### config.mk
export PLATFORM = sky130hd
export DESIGN_NAME = int_to_ascii_radix_core
export DESIGN_NICKNAME = d
export VERILOG_FILES = /design/src/rtl/ita_pkg.sv /design/src/rtl/ita_div.sv /design/src/rtl/int_to_ascii_radix_core.sv
export SDC_FILE = /design/constraint.sdc
export NUM_CORES = 1
export LEC_CHECK = 0
export BUFFER_PORTS_ARGS = -buffer_cell sky130_fd_sc_hd__clkbuf_2
export CORE_MARGIN = 5
export CORE_UTILIZATION = 30
export DETAILED_ROUTE_END_ITERATION = 8
export PLACE_DENSITY = 0.43
export RECOVER_POWER = 50
export SLEW_MARGIN = 10
export SYNTH_ARGS = -nofsm -noshare
export SYNTH_HDL_FRONTEND = slang
export SYNTH_SLANG_ARGS = --single-unit
### constraint.sdc
create_clock -name clk_i -period 18.95 [get_ports clk_i]
set_clock_uncertainty 0.05 [all_clocks]
set_input_delay 3.79 -clock clk_i [delete_from_list [all_inputs] [get_ports clk_i]]
set_output_delay 3.79 -clock clk_i [all_outputs]
set_load 0.01 [all_outputs]
### src/rtl/ita_pkg.sv
// ita_pkg: shared types, constants and helpers for the integer-to-ascii converter
`default_nettype none

package ita_pkg;

  // radix and digit field width, ascii character width
  localparam int unsigned RADIX_W = 6;
  localparam int unsigned CHAR_W  = 7;

  // clamping limits for the base, and the decimal base
  localparam logic [RADIX_W-1:0] RADIX_MIN = 6'd2;
  localparam logic [RADIX_W-1:0] RADIX_MAX = 6'd36;
  localparam logic [RADIX_W-1:0] RADIX_DEC = 6'd10;

  // ascii codes
  localparam logic [CHAR_W-1:0] CHAR_ZERO  = 7'h30;
  localparam logic [CHAR_W-1:0] CHAR_A     = 7'h41;
  localparam logic [CHAR_W-1:0] CHAR_MINUS = 7'h2D;
  localparam logic [RADIX_W-1:0] DIGIT_MAX_DEC = 6'd9;
  localparam logic [CHAR_W-1:0]  LETTER_OFS    = 7'd10;

  // conversion sequencer states
  typedef enum logic [2:0] {
    S_IDLE,
    S_DIVGO,
    S_DIVWAIT,
    S_SIGN,
    S_RD,
    S_OUT
  } ita_state_e;

  // status returned by the shared divider
  typedef struct packed {
    logic               done;
    logic [RADIX_W-1:0] rem;
  } div_stat_t;

  // digit value to ascii character
  function automatic logic [CHAR_W-1:0] digit_char(input logic [RADIX_W-1:0] d);
    logic [CHAR_W-1:0] dx;
    dx = {1'b0, d};
    if (d > DIGIT_MAX_DEC) begin
      digit_char = dx - LETTER_OFS + CHAR_A;
    end else begin
      digit_char = dx + CHAR_ZERO;
    end
  endfunction

endpackage

`default_nettype wire

### src/rtl/ita_div.sv
// ita_div: iterative divider by a small base, eight quotient bits per cycle
`default_nettype none

module ita_div
  import ita_pkg::*;
#(
  parameter int unsigned VALUE_BITS = 32
) (
  input  wire logic                  clk_i,
  input  wire logic                  rst_ni,
  input  wire logic                  start_i,
  input  wire logic [VALUE_BITS-1:0] dividend_i,
  input  wire logic [RADIX_W-1:0]    divisor_i,
  output      logic [VALUE_BITS-1:0] quotient_o,
  output      div_stat_t             stat_o
);

  localparam int unsigned STEP_BITS = 8;
  localparam int unsigned STEPS     = (VALUE_BITS + STEP_BITS - 1) / STEP_BITS;
  localparam int unsigned PAD_BITS  = STEPS * STEP_BITS;
  localparam int unsigned CNT_W     = $clog2(STEPS + 1);

  logic [PAD_BITS-1:0] dvd_q, dvd_d;
  logic [RADIX_W-1:0]  rem_q, rem_d;
  logic [RADIX_W-1:0]  div_q, div_d;
  logic [CNT_W-1:0]    cnt_q, cnt_d;
  logic                done_q, done_d;

  // one cycle of restoring division: STEP_BITS dependent narrow compare-subtracts
  logic [PAD_BITS-1:0] sh;
  logic [RADIX_W-1:0]  r;
  logic [RADIX_W:0]    t;
  always_comb begin
    sh = dvd_q;
    r  = rem_q;
    t  = '0;
    for (int i = 0; i < STEP_BITS; i++) begin
      t  = {r, sh[PAD_BITS-1]};
      sh = {sh[PAD_BITS-2:0], 1'b0};
      if (t >= {1'b0, div_q}) begin
        r     = RADIX_W'(t - {1'b0, div_q});
        sh[0] = 1'b1;
      end else begin
        r = t[RADIX_W-1:0];
      end
    end
  end

  // load on start, then iterate while the step count runs down
  always_comb begin
    dvd_d  = dvd_q;
    rem_d  = rem_q;
    div_d  = div_q;
    cnt_d  = cnt_q;
    done_d = 1'b0;
    if (start_i) begin
      dvd_d = PAD_BITS'(dividend_i);
      rem_d = '0;
      div_d = divisor_i;
      cnt_d = CNT_W'(STEPS);
    end else if (cnt_q != '0) begin
      dvd_d  = sh;
      rem_d  = r;
      cnt_d  = cnt_q - CNT_W'(1);
      done_d = (cnt_q == CNT_W'(1));
    end
  end

  // control registers
  always_ff @(posedge clk_i or negedge rst_ni) begin
    if (!rst_ni) begin
      cnt_q  <= '0;
      done_q <= 1'b0;
    end else begin
      cnt_q  <= cnt_d;
      done_q <= done_d;
    end
  end

  // datapath registers
  always_ff @(posedge clk_i) begin
    dvd_q <= dvd_d;
    rem_q <= rem_d;
    div_q <= div_d;
  end

  assign quotient_o = dvd_q[VALUE_BITS-1:0];
  assign stat_o     = '{done: done_q, rem: rem_q};

endmodule

`default_nettype wire

### src/rtl/int_to_ascii_radix_core.sv
// int_to_ascii_radix_core: converts an integer to ascii digits in base 2..36 (signed in base 10)
//
//  channel  | dir | fields (lowest bit first)          | transfer
//  s_axis   | in  | tdata: value, radix                 | tvalid & tready
//  m_axis   | out | tdata: char_out, tlast: last_char   | tvalid & tready
//
// each digit costs one pass of the shared divider, and each character is then
// read back from the digit store
// the input is taken only when the sequencer is idle; a pending last character
// may still wait in the output register while the next number is accepted
// a stalled output holds the sequencer; reset clears control state only
`default_nettype none

module int_to_ascii_radix_core
  import ita_pkg::*;
#(
  parameter int unsigned VALUE_BITS = 32
) (
  input  wire logic clk_i,
  input  wire logic rst_ni,
  // value, radix
  input  wire logic [((VALUE_BITS+RADIX_W+7)/8)*8-1:0] s_axis_tdata_i,
  input  wire logic                                    s_axis_tvalid_i,
  output      logic                                    s_axis_tready_o,
  // char_out
  output      logic [7:0]                              m_axis_tdata_o,
  output      logic                                    m_axis_tlast_o,
  output      logic                                    m_axis_tvalid_o,
  input  wire logic                                    m_axis_tready_i
);

  localparam int unsigned CNT_W = $clog2(VALUE_BITS + 1);
  localparam int unsigned IDX_W = $clog2(VALUE_BITS);

  ita_state_e state_q, state_d;
  logic [CNT_W-1:0]      cnt_q, cnt_d;
  logic [VALUE_BITS-1:0] val_q, val_d;
  logic                  neg_q, neg_d;
  logic [RADIX_W-1:0]    base_q, base_d;
  logic [RADIX_W-1:0]    rd_data_q;
  logic                  out_valid_q, out_valid_d;
  logic [CHAR_W-1:0]     out_char_q, out_char_d;
  logic                  out_last_q, out_last_d;

  logic [RADIX_W-1:0]    digit_mem [VALUE_BITS];

  logic                  accept;
  logic                  out_free;
  logic [VALUE_BITS-1:0] in_value;
  logic [RADIX_W-1:0]    in_radix;
  logic [RADIX_W-1:0]    base_clamp;
  logic                  in_neg;
  logic [VALUE_BITS-1:0] in_mag;
  logic                  div_start;
  logic [VALUE_BITS-1:0] quotient;
  div_stat_t             div_stat;
  logic                  mem_we;
  logic [IDX_W-1:0]      mem_waddr;
  logic [RADIX_W-1:0]    mem_wdata;
  logic [CNT_W-1:0]      cnt_dec;
  logic [IDX_W-1:0]      rd_addr;
  logic                  div_last;

  // input unpack, base clamp and sign handling
  assign in_value = s_axis_tdata_i[VALUE_BITS-1:0];
  assign in_radix = s_axis_tdata_i[VALUE_BITS +: RADIX_W];
  always_comb begin
    if (in_radix < RADIX_MIN) begin
      base_clamp = RADIX_MIN;
    end else if (in_radix > RADIX_MAX) begin
      base_clamp = RADIX_MAX;
    end else begin
      base_clamp = in_radix;
    end
  end
  assign in_neg = in_value[VALUE_BITS-1] && (base_clamp == RADIX_DEC);
  assign in_mag = in_neg ? (~in_value + VALUE_BITS'(1)) : in_value;

  assign s_axis_tready_o = (state_q == S_IDLE);
  assign accept          = s_axis_tvalid_i && s_axis_tready_o;
  assign out_free        = !out_valid_q || m_axis_tready_i;
  assign cnt_dec         = cnt_q - CNT_W'(1);
  assign rd_addr         = cnt_dec[IDX_W-1:0];
  assign div_last        = (quotient == '0) || (cnt_q + CNT_W'(1) == CNT_W'(VALUE_BITS));

  // shared divider
  ita_div #(
    .VALUE_BITS(VALUE_BITS)
  ) u_div (
    .clk_i     (clk_i),
    .rst_ni    (rst_ni),
    .start_i   (div_start),
    .dividend_i(val_q),
    .divisor_i (base_q),
    .quotient_o(quotient),
    .stat_o    (div_stat)
  );

  // next state
  always_comb begin
    state_d = state_q;
    unique case (state_q)
      S_IDLE: begin
        if (accept) begin
          state_d = (in_mag == '0) ? S_SIGN : S_DIVGO;
        end
      end
      S_DIVGO:   state_d = S_DIVWAIT;
      S_DIVWAIT: begin
        if (div_stat.done) begin
          state_d = div_last ? S_SIGN : S_DIVGO;
        end
      end
      S_SIGN: begin
        if (!neg_q || out_free) begin
          state_d = S_RD;
        end
      end
      S_RD:   state_d = S_OUT;
      S_OUT: begin
        if (out_free) begin
          state_d = (cnt_q == CNT_W'(1)) ? S_IDLE : S_RD;
        end
      end
      default: state_d = S_IDLE;
    endcase
  end

  // sequencer outputs and datapath updates
  always_comb begin
    cnt_d       = cnt_q;
    val_d       = val_q;
    neg_d       = neg_q;
    base_d      = base_q;
    div_start   = 1'b0;
    mem_we      = 1'b0;
    mem_waddr   = cnt_q[IDX_W-1:0];
    mem_wdata   = div_stat.rem;
    out_valid_d = out_valid_q && !m_axis_tready_i;
    out_char_d  = out_char_q;
    out_last_d  = out_last_q;
    unique case (state_q)
      S_IDLE: begin
        if (accept) begin
          val_d  = in_mag;
          neg_d  = in_neg;
          base_d = base_clamp;
          cnt_d  = '0;
          if (in_mag == '0) begin
            mem_we    = 1'b1;
            mem_waddr = '0;
            mem_wdata = '0;
            cnt_d     = CNT_W'(1);
          end
        end
      end
      S_DIVGO: div_start = 1'b1;
      S_DIVWAIT: begin
        if (div_stat.done) begin
          mem_we = 1'b1;
          cnt_d  = cnt_q + CNT_W'(1);
          val_d  = quotient;
        end
      end
      S_SIGN: begin
        if (neg_q && out_free) begin
          out_valid_d = 1'b1;
          out_char_d  = CHAR_MINUS;
          out_last_d  = 1'b0;
        end
      end
      S_RD: ;
      S_OUT: begin
        if (out_free) begin
          out_valid_d = 1'b1;
          out_char_d  = digit_char(rd_data_q);
          out_last_d  = (cnt_q == CNT_W'(1));
          cnt_d       = cnt_dec;
        end
      end
      default: ;
    endcase
  end

  // control registers
  always_ff @(posedge clk_i or negedge rst_ni) begin
    if (!rst_ni) begin
      state_q     <= S_IDLE;
      cnt_q       <= '0;
      neg_q       <= 1'b0;
      val_q       <= '0;
      out_valid_q <= 1'b0;
    end else begin
      state_q     <= state_d;
      cnt_q       <= cnt_d;
      neg_q       <= neg_d;
      val_q       <= val_d;
      out_valid_q <= out_valid_d;
    end
  end

  // payload registers
  always_ff @(posedge clk_i) begin
    base_q     <= base_d;
    out_char_q <= out_char_d;
    out_last_q <= out_last_d;
  end

  // digit store: one write and one registered read port
  always_ff @(posedge clk_i) begin
    if (mem_we) begin
      digit_mem[mem_waddr] <= mem_wdata;
    end
    rd_data_q <= digit_mem[rd_addr];
  end

  assign m_axis_tdata_o  = {1'b0, out_char_q};
  assign m_axis_tlast_o  = out_last_q;
  assign m_axis_tvalid_o = out_valid_q;

  // idle means every digit of the previous number has been handed out
  a_idle_empty: assert property (@(posedge clk_i) disable iff (!rst_ni)
    state_q == S_IDLE |-> cnt_q == '0)
    else $error("digit count not drained at idle");

  // divider only reports completion while the sequencer waits for it
  a_div_done: assert property (@(posedge clk_i) disable iff (!rst_ni)
    div_stat.done |-> state_q == S_DIVWAIT)
    else $error("divider done outside wait state");

  // a character load from the store always has a digit left
  a_out_cnt: assert property (@(posedge clk_i) disable iff (!rst_ni)
    (state_q == S_OUT || state_q == S_RD) |-> cnt_q != '0)
    else $error("readout with empty digit count");

  // the last character is followed by a return to idle
  a_last_idle: assert property (@(posedge clk_i) disable iff (!rst_ni)
    (state_q == S_OUT && out_free && cnt_q == CNT_W'(1)) |=> state_q == S_IDLE && out_last_q)
    else $error("final character did not end the number");

endmodule

`default_nettype wire
# Word-level counts from Yosys, hierarchy flattened
# Memory sizes are Yosys's and may differ from the RTL's. A register that Yosys moved wholly into a read port is not among the register bits.
# Index checks and enable logic that the tools add are counted.
[op_classes]
add_sub_neg = 15
n_mul = 0
n_div = 0
magnitude_cmp = 11
n_eq_ne = 14
shifts = 0
n_mux = 64
bitwise_logic = 1
reduce_logical = 23
[op_table]
columns = ["operator", "n"]
rows = [
  ["$mux W32", 5],
  ["$mux W6", 16],
  ["$logic_not A32 Y1", 2],
  ["$pmux W32 S2", 1],
  ["$ge A7 B6 Y1", 8],
  ["$sub A6 B6 Y6", 8],
  ["$add A32 B1 Y32 const B", 1],
  ["$not A32 Y32", 1],
  ["$mux W1", 21],
  ["$mux W3", 7],
  ["$mux W7", 3],
  ["$pmux W3 S6", 1],
  ["$pmux W6 S3", 1],
  ["$mux W5", 3],
  ["$pmux W7 S2", 1],
  ["$reduce_and A4 Y1", 2],
  ["$add A6 B6 Y7 const B", 1],
  ["$add A7 B7 Y7 const B", 1],
  ["$sub A6 B4 Y7 const B", 1],
  ["$add A6 B1 Y6 const B", 1],
  ["$eq A3 B1 Y1 const B", 2],
  ["$eq A3 B2 Y1 const B", 2],
  ["$eq A3 B3 Y1 const B", 2],
  ["$eq A6 B1 Y1 const B", 1],
  ["other kinds (19)", 36],
]
[totals]
ff_bits = 105
latchBits = 0
ram_bits = 192
romBits = 0
output_inout_bits = 11
wordCells = 142
memories = 1
[memory_table]
columns = ["name", "words", "word_bits", "rd", "rd_ports_with_merged_regs", "wr", "line_no", "rtl"]
rows = [
  ["digit_mem", 32, 6, 1, 1, 1, "int_to_ascii_radix_core.sv:45", "logic [RADIX_W-1:0] digit_mem [VALUE_BITS];"],
]

# Depth between registers and ports, before layout
# Gate-level depths: netlist of the first run.
[logic_depth]
depth_word = 18
depth_mapped = 81

# Modules after synthesis
# A second synthesis of the first run with hierarchy kept.
[hier_totals]
hier_cells = 1346
hier_area_um2 = 16739.8
[by_module_without_submodules]
columns = ["mod", "instances", "cells_each", "area_each_um2", "seq_area_each_um2"]
rows = [
  ["int_to_ascii_radix_core", 1, 867, 11863.9, 7382.1],
  ["ita_div", 1, 479, 4875.9, 1361.3],
]

# Worst setup path before layout of the first run
# No wires, ideal clock.
[synth_path]
path_kind = "reg-to-reg"
startpoint = "reg u_div.div_q[1]"
endpoint = "reg u_div.rem_q[0]"
setup_ns = 0.066
arrival_time_ns = 16.844
required_ns = 18.834
path_slack_ns = 1.989
path_stages_with_launch = 78
n_path_buf = 4
period_less_slack_ns = 16.961
path_cell_list = "edfxtp_1 > inv_1 > ha_1 > a21oi_1 > o211a_1 > or2_2 > clkbuf_1 > mux2_2 > ha_1 > o21a_1 > o21a_1 > o22a_1 > a31o_1 > clkbuf_1 > o21ai_0 > inv_1 > ha_1 > nor2b_1 > [... 42 more ...] > nor2b_1 > o21ai_0 > nand2b_1 > a21o_1 > a21o_1 > a211oi_1 > o2111ai_2 > mux2i_1 > ha_1 > a21o_1 > a21o_1 > a21o_1 > a21o_1 > a211o_1 > a2111oi_4 > mux2i_4 > mux2_4 > a21oi_2"
[synth_via]
elab_chain_cells = 16
[synth_rtl]
columns = ["item", "line_no", "rtl"]
rows = [
  ["start, declared", "ita_div.sv:25", "logic [RADIX_W-1:0] div_q, div_d;"],
  ["start signal, assigned", "ita_div.sv:84", "div_q <= div_d;"],
  ["$sub A6 B6 Y6 / $ge A7 B6 Y1 (equally long branches)", "ita_div.sv:41, ita_div.sv:40", ""],
  ["$mux W6", "ita_div.sv:40", "if (t >= {1'b0, div_q}) begin"],
  ["$sub A6 B6 Y6 / $ge A7 B6 Y1 (equally long branches)", "ita_div.sv:41, ita_div.sv:40", ""],
  ["$mux W6", "ita_div.sv:40", ""],
  ["$sub A6 B6 Y6 / $ge A7 B6 Y1 (equally long branches)", "ita_div.sv:41, ita_div.sv:40", ""],
  ["$mux W6", "ita_div.sv:40", ""],
  ["$sub A6 B6 Y6 / $ge A7 B6 Y1 (equally long branches)", "ita_div.sv:41, ita_div.sv:40", ""],
  ["$mux W6", "ita_div.sv:40", ""],
  ["$sub A6 B6 Y6 / $ge A7 B6 Y1 (equally long branches)", "ita_div.sv:41, ita_div.sv:40", ""],
  ["$mux W6", "ita_div.sv:40", ""],
  ["$ge A7 B6 Y1 / $sub A6 B6 Y6 (equally long branches)", "ita_div.sv:40, ita_div.sv:41", ""],
  ["$mux W6", "ita_div.sv:40", ""],
  ["$sub A6 B6 Y6 / $ge A7 B6 Y1 (equally long branches)", "ita_div.sv:41, ita_div.sv:40", ""],
  ["$mux W6", "ita_div.sv:40", ""],
  ["$ge A7 B6 Y1 (*)", "ita_div.sv:40", ""],
  ["$mux W6 (*)", "ita_div.sv:40", ""],
  ["end signal, assigned", "ita_div.sv:83", "rem_q <= rem_d;"],
  ["end, declared", "ita_div.sv:24", "logic [RADIX_W-1:0] rem_q, rem_d;"],
]
# Every way passes the cells marked *; elsewhere a longest branch is shown, timed or not.
# A chain may end at the register's enable or synchronous reset.

# Worst setup path after layout of the first run
[layout_path]
startpoint = "reg u_div.div_q[3]"
endpoint = "reg u_div.rem_q[0]"
[layout_via]
elab_chain_cells = 16
[layout_rtl]
columns = ["item", "line_no"]
rows = [
  ["$sub A6 B6 Y6 / $ge A7 B6 Y1 (equally long branches)", "ita_div.sv:41, ita_div.sv:40"],
  ["$mux W6", "ita_div.sv:40"],
  ["$sub A6 B6 Y6 / $ge A7 B6 Y1 (equally long branches)", "ita_div.sv:41, ita_div.sv:40"],
  ["$mux W6", "ita_div.sv:40"],
  ["$sub A6 B6 Y6 / $ge A7 B6 Y1 (equally long branches)", "ita_div.sv:41, ita_div.sv:40"],
  ["$mux W6", "ita_div.sv:40"],
  ["$ge A7 B6 Y1 / $sub A6 B6 Y6 (equally long branches)", "ita_div.sv:40, ita_div.sv:41"],
  ["$mux W6", "ita_div.sv:40"],
  ["$sub A6 B6 Y6 / $ge A7 B6 Y1 (equally long branches)", "ita_div.sv:41, ita_div.sv:40"],
  ["$mux W6", "ita_div.sv:40"],
  ["$sub A6 B6 Y6 / $ge A7 B6 Y1 (equally long branches)", "ita_div.sv:41, ita_div.sv:40"],
  ["$mux W6", "ita_div.sv:40"],
  ["$sub A6 B6 Y6 / $ge A7 B6 Y1 (equally long branches)", "ita_div.sv:41, ita_div.sv:40"],
  ["$mux W6", "ita_div.sv:40"],
  ["$ge A7 B6 Y1 (*)", "ita_div.sv:40"],
  ["$mux W6 (*)", "ita_div.sv:40"],
]
# Marked as above.

==> results, run 1 <==
- The flow ran to the end, but the final reports show violations.
- The checks that failed: max-capacitance violations, max-slew violations.
- Once the clock tree was built, the setup fixing pass inserted 0 buffers.
- The number of nets in the layout is 1,495.
- After legalization and detailed placement, the total HPWL measured 28,800 um.
- The initial antenna violation count was 0.
- The maximum number of pins on one net before global-route repair is 48.
- The xor/xnor cell area share of the yosys netlist is 0.0350.
- The number of enable-type register cells in the synthesized netlist is 244.
- On the critical path, the stage with the largest delay is an instance of sky130_fd_sc_hd__or4b_4.
- The register clock-pin slew on the reported worst setup and hold paths is approximately 0.060 ns.
- The number of top-level pins is 55.
- The routed layout has 10,507 vias.
- The number of iterations in the first detailed-routing pass is 5.
- The area fraction in compound gates after synthesis came to 0.0957.
- The core outline area is 0.0528 mm2.
- The tool flagged a number of max-cap violations equal to 7.
- The worst-path maximum fanout is 9.
- Of the cells placed in the final design, the portion with a size suffix greater than 1 is 0.162.
- After detailed routing, the total wire length is 41,800 um.
- Counting stages on the worst path, the most repeated cell is sky130_fd_sc_hd__a21o_1.
- The repair_antennas step left the layout with diodes totalling 0.
- The dominant delay contributor by cell family on the critical path is compound AO/OA/AOI/OAI gates.
- In this run, distinct cell masters in the synthesized netlist total 72.
- For the final routed database, the setup TNS stands at 0 ns.
- Of the available clock period, the critical path in the final layout requires 0.930.
- The count of hold buffers inserted by post-cts repair is 0.
- The type of the worst min-delay path is reg2reg.
- The global-route wire length before repair is 64,200 um.
- The main flop type after synthesis is sky130_fd_sc_hd__edfxtp_1.
- After synthesis, the share of flip-flops with an asynchronous set or reset is 0.155.
- STA classifies the critical path endpoint as a flop.
- On the worst path, the slowest cell contributes a delay of 0.52 ns.
- The worst setup path category is reg2reg.
- Synthesis produced a netlist whose cell count is 1,334.
- Timing would allow up to around 0.057 GHz.
- The mean instance size in the synthesized netlist is approximately 12 um2.
- The transition time of the tightest slew-check pin is 3.03 ns.
- The endpoint arrival time on the critical path is 18.03 ns.
- Of the total synthesized cell area, the portion taken by AND, OR, NAND and NOR gates is 0.125.
- The number of placement rows is 84.
- Of the total synthesized cell area, the portion taken by full adders, half adders and majority gates is 0.0567.
- The height of the chip is 241 um.
- By area, the combinational part of the netlist is dominated by simple AND/OR/NAND/NOR gates.
- At the worst endpoint, the required time is about 19 ns.
- The share of the yosys chip area belonging to registers is 0.546.
- The area enclosed by the die boundary is slightly below 0.06 mm2.
- The violation count after the first detailed-route iteration is 617.
- Dividing the detail-routed wire length by the instance count gives 19.9 um.
- For this run, design rule violations remaining after detail routing come to 0.
- The port buffer count is 51.
- After global routing the overflow that remains totals 0.
- The share of synthesized area spent on multiplexers is 0.114.
- The worst setup slack for register-to-register paths is between 1 and 1.5 ns.
- The worst slew margin relative to its limit is -1.02.
- The initial utilization of the core area, before any placement, comes to 0.303.
- The count of final max-slew check failures is 265.
- Setup repair after global routing left no endpoint under its margin.
- The post-synthesis cell area is approximately 0.016 mm2.
- The cell at the root of the clock tree is sky130_fd_sc_hd__clkbuf_16.
- The sum of buffers and inverters on the critical path is 9.
- The count of state elements after synthesis is 303.
- The number of endpoints failing setup at the final stage is 0.
- The number of nets in the synthesized netlist is 1,445.
- The clock tree from TritonCTS is built.
- The die width is 241 um.
- The count of clock tree sinks is 303.
- The signed area change from the synthesized netlist to the final layout is 13.9%.
- The via count of the first global-routing pass was 10,534.
- Dividing the detail-routed via count by the number of cells gives 5.01.
- The sort of element at the start of the critical path is a flop.
- Once detail routing completed, the nets flagged for antenna violations numbered 0.
- The largest buffer count on any clock path is 3.
- The final-report hold violation count is 0.
- The post-layout minimum cycle time is ~18 ns.
- The clock latency at the later pin of the worst-skew pair is 0.54 ns.
- Routability-driven placement finished with a final weighted congestion of between 0.7 and 0.8.
- The Yosys step of the flow raised 0 warnings.
- The count of H-tree levels built during CTS is 2.
- The post-layout utilization of the core is 0.346.
- The total track usage is 0.142.
- The total clock buffers created by CTS is 36.
==> stage by stage <==
stage                     cell area (um2)  hold WS (ns)  cells  setup WS [ns]
after detailed placement            17100         0.355   2034           1.11
after global placement              17100         0.352   2034           1.12
after floorplan                     16000         0.350   1334           1.99
after CTS                           18300         0.368   2099           1.01
final                               18200         0.366   2099           1.33
after global routing                18200         0.377   2099         0.0225
==> logic make-up (layout without fill, tap and decap cells) <==
kind of cell	count (synthesis)	in the layout
mux	102	102
simple gates	434	434
flops	303	303
other cells	1	1
fa+ha+maj	68	68
buf+inv	112	189
xor+xnor	64	64
compound gates	250	250
==> registers in the layout, indices dropped and copies added, names as in the netlist, 3 cells and up <==
register / cells
digit_mem: 192
out_char_q: 7
u_div.rem_q: 6
cnt_q: 6
rd_data_q: 6
u_div.div_q: 6
state_q: 3
base_q: 6
u_div.quotient_o: 32
val_q: 32
u_div.cnt_q: 3
==> cell usage after synthesis, types with 6 or more instances <==
cell,count,area share
sky130_fd_sc_hd__nand3_1,14,0.0044
sky130_fd_sc_hd__nand2b_1,14,0.0055
sky130_fd_sc_hd__nor2b_1,12,0.0047
sky130_fd_sc_hd__edfxtp_1,244,0.46
sky130_fd_sc_hd__a21o_1,21,0.0098
sky130_fd_sc_hd__nor3_1,20,0.0063
sky130_fd_sc_hd__ha_1,59,0.046
sky130_fd_sc_hd__inv_1,47,0.011
sky130_fd_sc_hd__clkbuf_1,54,0.013
sky130_fd_sc_hd__a21oi_1,76,0.024
sky130_fd_sc_hd__a211oi_1,9,0.0042
sky130_fd_sc_hd__and2_1,13,0.0051
sky130_fd_sc_hd__nor2_1,116,0.027
sky130_fd_sc_hd__fa_1,8,0.010
sky130_fd_sc_hd__mux4_2,60,0.084
sky130_fd_sc_hd__mux2i_1,16,0.010
sky130_fd_sc_hd__o31ai_1,8,0.0038
sky130_fd_sc_hd__dfrtp_1,47,0.073
sky130_fd_sc_hd__xor2_1,28,0.015
sky130_fd_sc_hd__buf_1,7,0.0016
sky130_fd_sc_hd__xnor2_1,36,0.020
sky130_fd_sc_hd__nand4_1,11,0.0043
sky130_fd_sc_hd__mux2_2,24,0.017
sky130_fd_sc_hd__or3_1,8,0.0031
sky130_fd_sc_hd__nand2_1,175,0.041
sky130_fd_sc_hd__nor4_1,15,0.0059
sky130_fd_sc_hd__nand3b_1,6,0.0028
sky130_fd_sc_hd__o21ai_0,80,0.025
sky130_fd_sc_hd__a31oi_1,9,0.0035
sky130_fd_sc_hd__dfxtp_1,12,0.015
==> layout make-up <==
cell class | count | area [um2]
Clock buffer | 40 | 916
Sequential cell | 303 | 8740
Multi-Input combinational cell | 919 | 6850
Tap cell | 688 | 861
Inverter | 47 | 176
Timing Repair Buffer | 77 | 423
Clock inverter | 25 | 278
Fill cell | 5274 | 34500
==> layout by cell type, fill, tap and decap left out, drive strengths merged, types with 14 or more instances in the layout <==
| cell type | n |
|---|---|
| nor2 | 116 |
| dfrtp | 47 |
| mux2 | 25 |
| clkbuf | 97 |
| mux2i | 17 |
| edfxtp | 244 |
| o21ai | 83 |
| xor2 | 28 |
| nor3 | 20 |
| ha | 59 |
| xnor2 | 36 |
| a21o | 21 |
| and2 | 14 |
| nand2b | 14 |
| inv | 50 |
| mux4 | 60 |
| a21oi | 77 |
| nand2 | 175 |
| nor4 | 15 |
| nand3 | 14 |
| buf | 20 |
==> worst register-to-register path: cells and delay by family (launching register included) <==
family | cells | cell delay (ns)
buffers and inverters | 9 | 1.02
muxes | 6 | 2.13
and+or+nand+nor | 15 | 2.92
DFF | 1 | 0.35
adders and majority gates | 8 | 2.32
AOI/OAI and AO/OA | 40 | 8.80
==> worst paths after layout <==
check	startpoint	to	depth (start not counted)
max	u_div.div_q[3]$_DFFE_PP_	u_div.rem_q[0]$_SDFFE_PP0N_	78
min in group asynchronous	rst_ni	val_q[3]$_DFFE_PN0P_	2
min reg2reg	base_q[0]$_DFFE_PP_	u_div.div_q[0]$_DFFE_PP_	0
max reg2reg	u_div.div_q[3]$_DFFE_PP_	u_div.rem_q[0]$_SDFFE_PP0N_	78
max in group asynchronous	rst_ni	state_q[0]$_DFFE_PN0P_	2
min	base_q[0]$_DFFE_PP_	u_div.div_q[0]$_DFFE_PP_	0
==> per-layer routing <==
metal  up-vias  share of wire  global-route usage
li1       5054              -                   -
met3        60          0.034              0.0233
met5         -              0                   0
met2       161           0.48               0.236
met4         0          0.021              0.0330
met1      5232           0.46               0.197
==> what timing repair did <==
item | 4_1_cts | 5_1_grt
setup endpoints to repair | 0 | 7
hold endpoints to repair | 0 | 0
gates resized for setup | 0 | 3
Power of run 1 is not shown: default switching activity piles up to over one toggle a cycle in this logic, so the estimate is an artifact.
==> run 2, diff against run 1 <==
==> constraint.sdc (replaced) <==
create_clock -name clk_i -period 20.6 [get_ports clk_i]
set_clock_uncertainty 0.05 [all_clocks]
set_input_delay 4.12 -clock clk_i [delete_from_list [all_inputs] [get_ports clk_i]]
set_output_delay 4.12 -clock clk_i [all_outputs]
set_load 0.01 [all_outputs]
==> run 2 against run 1 <==
Effect of this change: the run still ends with max-capacitance violations, max-slew violations left; die area unchanged; utilization about the same; via count up 0.49%; first-iteration DRC count up 9.9%; cell area down 0.13%; register-to-register slack better by 0.34 ns; largest cell class unchanged.
==> results, run 2 (synthesized netlist as in run 1, its figures left out) <==
- After floorplanning, the core was divided into 84 placement rows.
- The cell type of the slowest stage on the worst timing path is sky130_fd_sc_hd__a2111oi_0.
- The transition time of the tightest slew-check pin is 3.07 ns.
- Across all layers, the routed design uses 10,558 vias.
- The number of remaining DRC errors is 0.
- The clock tree from TritonCTS is built.
- In this design, the critical path's most frequently occurring cell is sky130_fd_sc_hd__a21o_1.
- Clock-pin slew was measured on the worst setup and hold paths at 0.05 ns.
- The register with the most flip-flops in the layout has 192 of them.
- The ratio of routed vias to standard cells is 5.05.
- In this run the remaining antenna-violating nets after routing total 0.
- The initial antenna violation count is 0.
- Setup slack on the worst reg-to-reg path comes out at around 1.7 ns.
- Measured against its own limit, the worst slew margin works out to -1.05.
- Once the clock tree was built, the resizer swapped 0 gates to a different size.
- The number of clock buffers added by TritonCTS is 36.
- The critical hold path startpoint is base_q[2]$_DFFE_PP_.
- The end point of the worst hold path is u_div.div_q[2]$_DFFE_PP_.
- The first global-routing pass estimated roughly 65,000 um of wire.
- The total routed wirelength is approximately 42,000 um.
- The type of the worst min-delay path is reg2reg.
- 0 antenna diodes ended up in the layout.
- The fraction of final layout cells with drive strength greater than 1 is 0.147.
- The global placer's final weighted congestion is 0.787.
- The worst register-to-register path begins at u_div.div_q[3]$_DFFE_PP_.
- For this design the top-level I/O count stands at 55.
- Data on the critical path arrives at its endpoint at 19.33 ns.
- The run finished, with violations left.
- The root buffer cell chosen for the clock tree is sky130_fd_sc_hd__clkbuf_16.
- The net count of the finished layout is between 1,000 and 1,500.
- The routed length per instance is 20.0 um.
- The signed area change from the synthesized netlist to the final layout is 13.8%.
- The clock passes through at most 3 buffers.
- The count of hold buffers inserted by post-cts repair is 0.
- The initial core utilization is 0.303.
- Fill cells in the final layout number around 5,300.
- The total track usage is 0.143.
- Detailed placement finished with a half-perimeter wire length of 28,700 um.
- After global routing the overflow that remains totals 0.
- The number of setup buffers added after CTS is 0.
- The worst register-to-register path ends at u_div.rem_q[0]$_SDFFE_PP0N_.
- The depth of the worst register-to-register path is 75.
- The sum of buffers and inverters on the critical path is 7.
- Port buffering added 51 buffers.
- Setup repair after global routing left no endpoint under its margin.
- Max-cap violations in this run came to 8.
- The endpoint type of the worst setup path is a flop.
- Timing would allow up to roughly 0.053 GHz.
- The top cell types in the final layout, fill and taps aside, are sky130_fd_sc_hd__edfxtp_1 (244), sky130_fd_sc_hd__nand2_1 (175), sky130_fd_sc_hd__nor2_1 (116).
- The height of the chip is around 240 um.
- The multi-input logic area is 0.00684 mm2.
- The post-route fraction of the period consumed by the critical path is 0.919.
- The worst hold path was traced through 0 stages.
- The via count of the first global-routing pass is approximately 11,000.
- The core outline area is around 0.053 mm2.
- The H-tree was split into 2 levels.
- The maximum number of pins on one net before global-route repair is 48.
- The worst setup path category is reg2reg.
- Grouping stages by cell kind, the critical path spends the most delay in compound AO/OA/AOI/OAI gates.
- The area enclosed by the die boundary is 0.0581 mm2.
- The routed design could run at a clock period as short as 18.93 ns.
- The register cell area after layout is between 0.008 and 0.009 mm2.
- The violation count after the first detailed-route iteration is 678.
- The die width is 241 um.
- The critical path required time is 20.99 ns.
- The tree built by TritonCTS fans out to 303 sinks.
- Setup violations remaining at the end of the flow were counted as 0.
- The biggest cell delay along the critical path is 0.55 ns.
- The worst-path maximum fanout is 12.
- The count of final max-slew check failures is a little under 300.
- The register with the most flip-flops in the final layout is digit_mem.
- The commonest non-fill, non-tap cell in the layout is sky130_fd_sc_hd__edfxtp_1.
- The number of iterations in the first detailed-routing pass is 6.
- The final reports fail on max-capacitance violations, max-slew violations.
- The clock reaches the later pin of the worst-skew pair after 0.52 ns.
- The total negative slack is 0 ns.
- The sort of element at the start of the critical path is a flop.
- The final-report hold violation count came to 0.
## run 2: cell count changes in the layout (fill, tap and decap cells not counted), moves of 2 or more
| cell | delta |
|---|---|
| sky130_fd_sc_hd__buf_4 | -8 |
| sky130_fd_sc_hd__bufinv_16 | +2 |
| sky130_fd_sc_hd__clkbuf_1 | +8 |
| sky130_fd_sc_hd__clkbuf_2 | -4 |
| sky130_fd_sc_hd__clkbuf_8 | +3 |
| sky130_fd_sc_hd__clkinv_1 | +5 |
| sky130_fd_sc_hd__clkinv_2 | -5 |
| sky130_fd_sc_hd__clkinvlp_4 | -6 |
## run 2: how the worst max path moves through the flow
stage / start / endpoint / cells after the start
6_report: u_div.div_q[3]$_DFFE_PP_ / u_div.rem_q[0]$_SDFFE_PP0N_ / 75
5_1_grt: u_div.div_q[3]$_DFFE_PP_ / u_div.rem_q[0]$_SDFFE_PP0N_ / 75
3_3_place_gp: u_div.div_q[3]$_DFFE_PP_ / u_div.rem_q[0]$_SDFFE_PP0N_ / 75
4_1_cts: u_div.div_q[3]$_DFFE_PP_ / u_div.rem_q[0]$_SDFFE_PP0N_ / 75
3_5_place_dp: u_div.div_q[3]$_DFFE_PP_ / u_div.rem_q[0]$_SDFFE_PP0N_ / 75
2_1_floorplan: u_div.div_q[1]$_DFFE_PP_ / u_div.rem_q[0]$_SDFFE_PP0N_ / 77
## run 2: layer usage
metal	vias up	share of wire	global-route usage
li1	5042	-	-
met1	5280	0.46	0.199
met2	196	0.49	0.242
met3	40	0.035	0.0186
met4	0	0.020	0.0306
met5	-	0	0
## run 2: final cells by class
| cell class | count | area share |
|---|---|---|
| clock buffer | 47 | 0.0534 |
| clock inverter | 19 | 0.0148 |
| inverter | 47 | 0.00968 |
| multi-input combinational | 919 | 0.375 |
| sequential | 303 | 0.480 |
| tap | 688 | 0.0472 |
| timing repair buffer | 69 | 0.0196 |
## run 2: per-stage QoR
stage               cells   util  instance area [um2]  setup slack [ns]  hold slack (ns)
floorplan            1334      -                16000              3.64            0.350
global placement     2026  0.323                17000              1.74            0.352
detailed placement   2026  0.323                17000              1.65            0.356
CTS                  2092  0.346                18300              1.56            0.364
global route         2092  0.345                18200             0.167            0.376
finish               2092  0.345                18200              1.67            0.364
Power of run 2 is left out for the same reason.
==> run 3, diff against run 2 <==
--- a/config.mk
+++ b/config.mk
@@ -9,7 +9,7 @@
 export CORE_MARGIN = 5
 export CORE_UTILIZATION = 30
 export DETAILED_ROUTE_END_ITERATION = 8
-export PLACE_DENSITY = 0.43
+export PLACE_DENSITY_LB_ADDON = 0.12
 export RECOVER_POWER = 50
 export SLEW_MARGIN = 10
 export SYNTH_ARGS = -nofsm -noshare
==> run 3 against run 2 <==
Effect of this change: the run still ends with max-capacitance violations, max-slew violations left; non-clock buffer count up 1; utilization down 0.25 points; setup slack gained 0.029 ns; largest cell class unchanged; highest routed layer unchanged.
==> results, run 3 (synthesized netlist as in run 1, its figures left out) <==
- The number of top-level pins is 55.
- The number of cells in the design after placement is 2,027.
- Routability-driven placement finished with a final weighted congestion of 0.765.
- The tree built by TritonCTS fans out to between 300 and 400 sinks.
- Compared with the post-synthesis result, the final layout area differs by 13.0%.
- On the worst path, the slowest cell contributes a delay of 0.55 ns.
- The final-report hold violation count is 0.
- The count of final max-slew check failures was 254.
- The critical hold path startpoint is base_q[1]$_DFFE_PP_.
- Across every metal layer, demand over resource in global routing totals 0.145.
- The commonest non-fill, non-tap cell in the layout is sky130_fd_sc_hd__edfxtp_1.
- The run finished, with violations left.
- The critical path is of the reg2reg type.
- The count of hold buffers inserted by post-cts repair is 0.
- The endpoint type of the worst setup path is a flop.
- For this run, the share of the core covered by cells in the final layout is 0.343.
- The total global routing overflow is 0.
- The transition time of the tightest slew-check pin is about 3.0 ns.
- The sort of element at the start of the critical path is a flop.
- The antenna violation net count after detailed routing is 0.
- The post-route worst setup slack is 1.70 ns.
- The startpoint identified for the worst register-to-register timing path is u_div.div_q[3]$_DFFE_PP_.
- The total routed wirelength is ~42,000 um.
- The most repeated library cell on the critical path is sky130_fd_sc_hd__a21o_1.
- In this run the clock root is driven by a sky130_fd_sc_hd__clkbuf_16.
- The initial antenna violation count is 0.
- Setup repair after global routing left no endpoint under its margin.
- The clock tree from TritonCTS is built.
- The flip-flop count of the largest register after layout is between 150 and 200.
- The post-layout minimum cycle time is 18.90 ns.
- The die width is 241 um.
- The worst slew margin relative to its limit is -1.00.
- The count of H-tree levels built during CTS is 2.
- The longest clock path from root to sink contains 3 buffers.
- The cell type of the slowest stage on the worst timing path is sky130_fd_sc_hd__a2111oi_0.
- Row generation in the floorplan step produced 84 rows.
- Of all nets on the critical path, the largest fanout is 12.
- After legalization and detailed placement, the total HPWL measured 29,000 um.
- The first global-routing pass estimated about 65,000 um of wire.
- The total clock buffers created by CTS is 36.
- In the routed layout, each cell is associated on average with a via count of 4.97.
- The register name with the most flops is digit_mem.
- The maximum achievable frequency is 0.0529 GHz.
- The type of the worst min-delay path is reg2reg.
- At the worst endpoint, the arrival time is 19.29 ns.
- The detailed router finished its first iteration with 631 violations.
- The routed length per instance is 20.2 um.
- The number of endpoints failing setup at the final stage is 0.
- The core outline area is 0.0528 mm2.
- The number of gates resized after cts is 0.
- The critical path starts at u_div.div_q[3]$_DFFE_PP_.
- The number of nets in the layout is 1,488.
- The number of antenna diodes in the final layout is 0.
- Together, buffers and inverters on the worst path number 7.
- The number of setup buffers added after CTS is 0.
- Across all layers, the routed design uses 10,402 vias.
- The total negative slack is 0 ns.
- The register clock-pin slew on the reported worst setup and hold paths is around 0.050 ns.
- The via count of the first global-routing pass came to 10,713.
- The cell family contributing the most delay on the critical path is compound AO/OA/AOI/OAI gates.
- In the layout the commonest cells are sky130_fd_sc_hd__edfxtp_1 (244), sky130_fd_sc_hd__nand2_1 (175), sky130_fd_sc_hd__nor2_1 (116).
- Before CTS, the worst setup slack after placement is 1.62 ns.
- The post-route fraction of the period consumed by the critical path is 0.918.
- At the worst endpoint, the required time is 20.99 ns.
- Entering global routing, the biggest net connects 48 pins.
- The initial core utilization is 0.303.
- The number of iterations in the first detailed-routing pass is 5.
- Of the cells placed in the final design, the portion with a size suffix greater than 1 is 0.150.
- The port buffer count is 51.
- The area enclosed by the die boundary is 0.0581 mm2.
- The floorplan step set the die height to about 240 um.
- The final reports fail on max-capacitance violations, max-slew violations.
- Across the run, the number of max-cap violations was 7.
- After detailed routing, the number of remaining DRC violations is 0.
- The clock latency at the later pin of the worst-skew pair is 0.53 ns.
- After the flow finishes, the layout carries non-filler instances totaling 2,092.
## run 3: cell types whose count changed in the layout (fill, tap and decap cells not counted), sizes merged
cell | before | now
clkinvlp | 1 | 2
bufinv | 6 | 1
inv | 49 | 48
clkbuf | 104 | 109
## run 3: layout make-up
class                      instances  area, um2
fill                            5265      34700
multi-input combinational        919       6840
timing repair buffer              70        364
clock buffer                      51        987
inverter                          47        176
clock inverter                    14        115
sequential                       303       8740
tap                              688        861
## run 3: worst register-to-register path: cells and delay by family (launching register included)
kind                     cells  cell delay (ns)
AND/OR/NAND/NOR             13             2.45
adder cells (fa/ha/maj)      8             2.39
buffers and inverters        7             1.02
multiplexers                 6             2.25
AO/OA/AOI/OAI               41            10.30
flip-flops                   1             0.35
## run 3: stage by stage
stage	hold slack, ns	area (um2)
3_5_place_dp	0.355	17000
2_1_floorplan	0.350	16000
6_report	0.365	18100
5_1_grt	0.374	18100
4_1_cts	0.366	18100
3_3_place_gp	0.352	17000
## run 3: worst paths after layout
check | to | slack [ns] | cells past startpoint
setup / recovery | u_div.rem_q[0]$_SDFFE_PP0N_ | 1.70 | 75
setup reg to reg | u_div.rem_q[0]$_SDFFE_PP0N_ | 1.70 | 75
hold / removal | u_div.div_q[1]$_DFFE_PP_ | 0.37 | 0
hold reg to reg | u_div.div_q[1]$_DFFE_PP_ | 0.37 | 0
max in group asynchronous | state_q[0]$_DFFE_PN0P_ | 14.16 | 2
min in group asynchronous | val_q[3]$_DFFE_PN0P_ | 4.63 | 2
## run 3: per-layer routing
layer,track usage,share of wire,vias to the layer above
met5,0,0,-
li1,-,-,5042
met3,0.0224,0.038,54
met2,0.245,0.48,173
met4,0.0354,0.024,0
met1,0.198,0.45,5133
Power of run 3 is left out for the same reason.
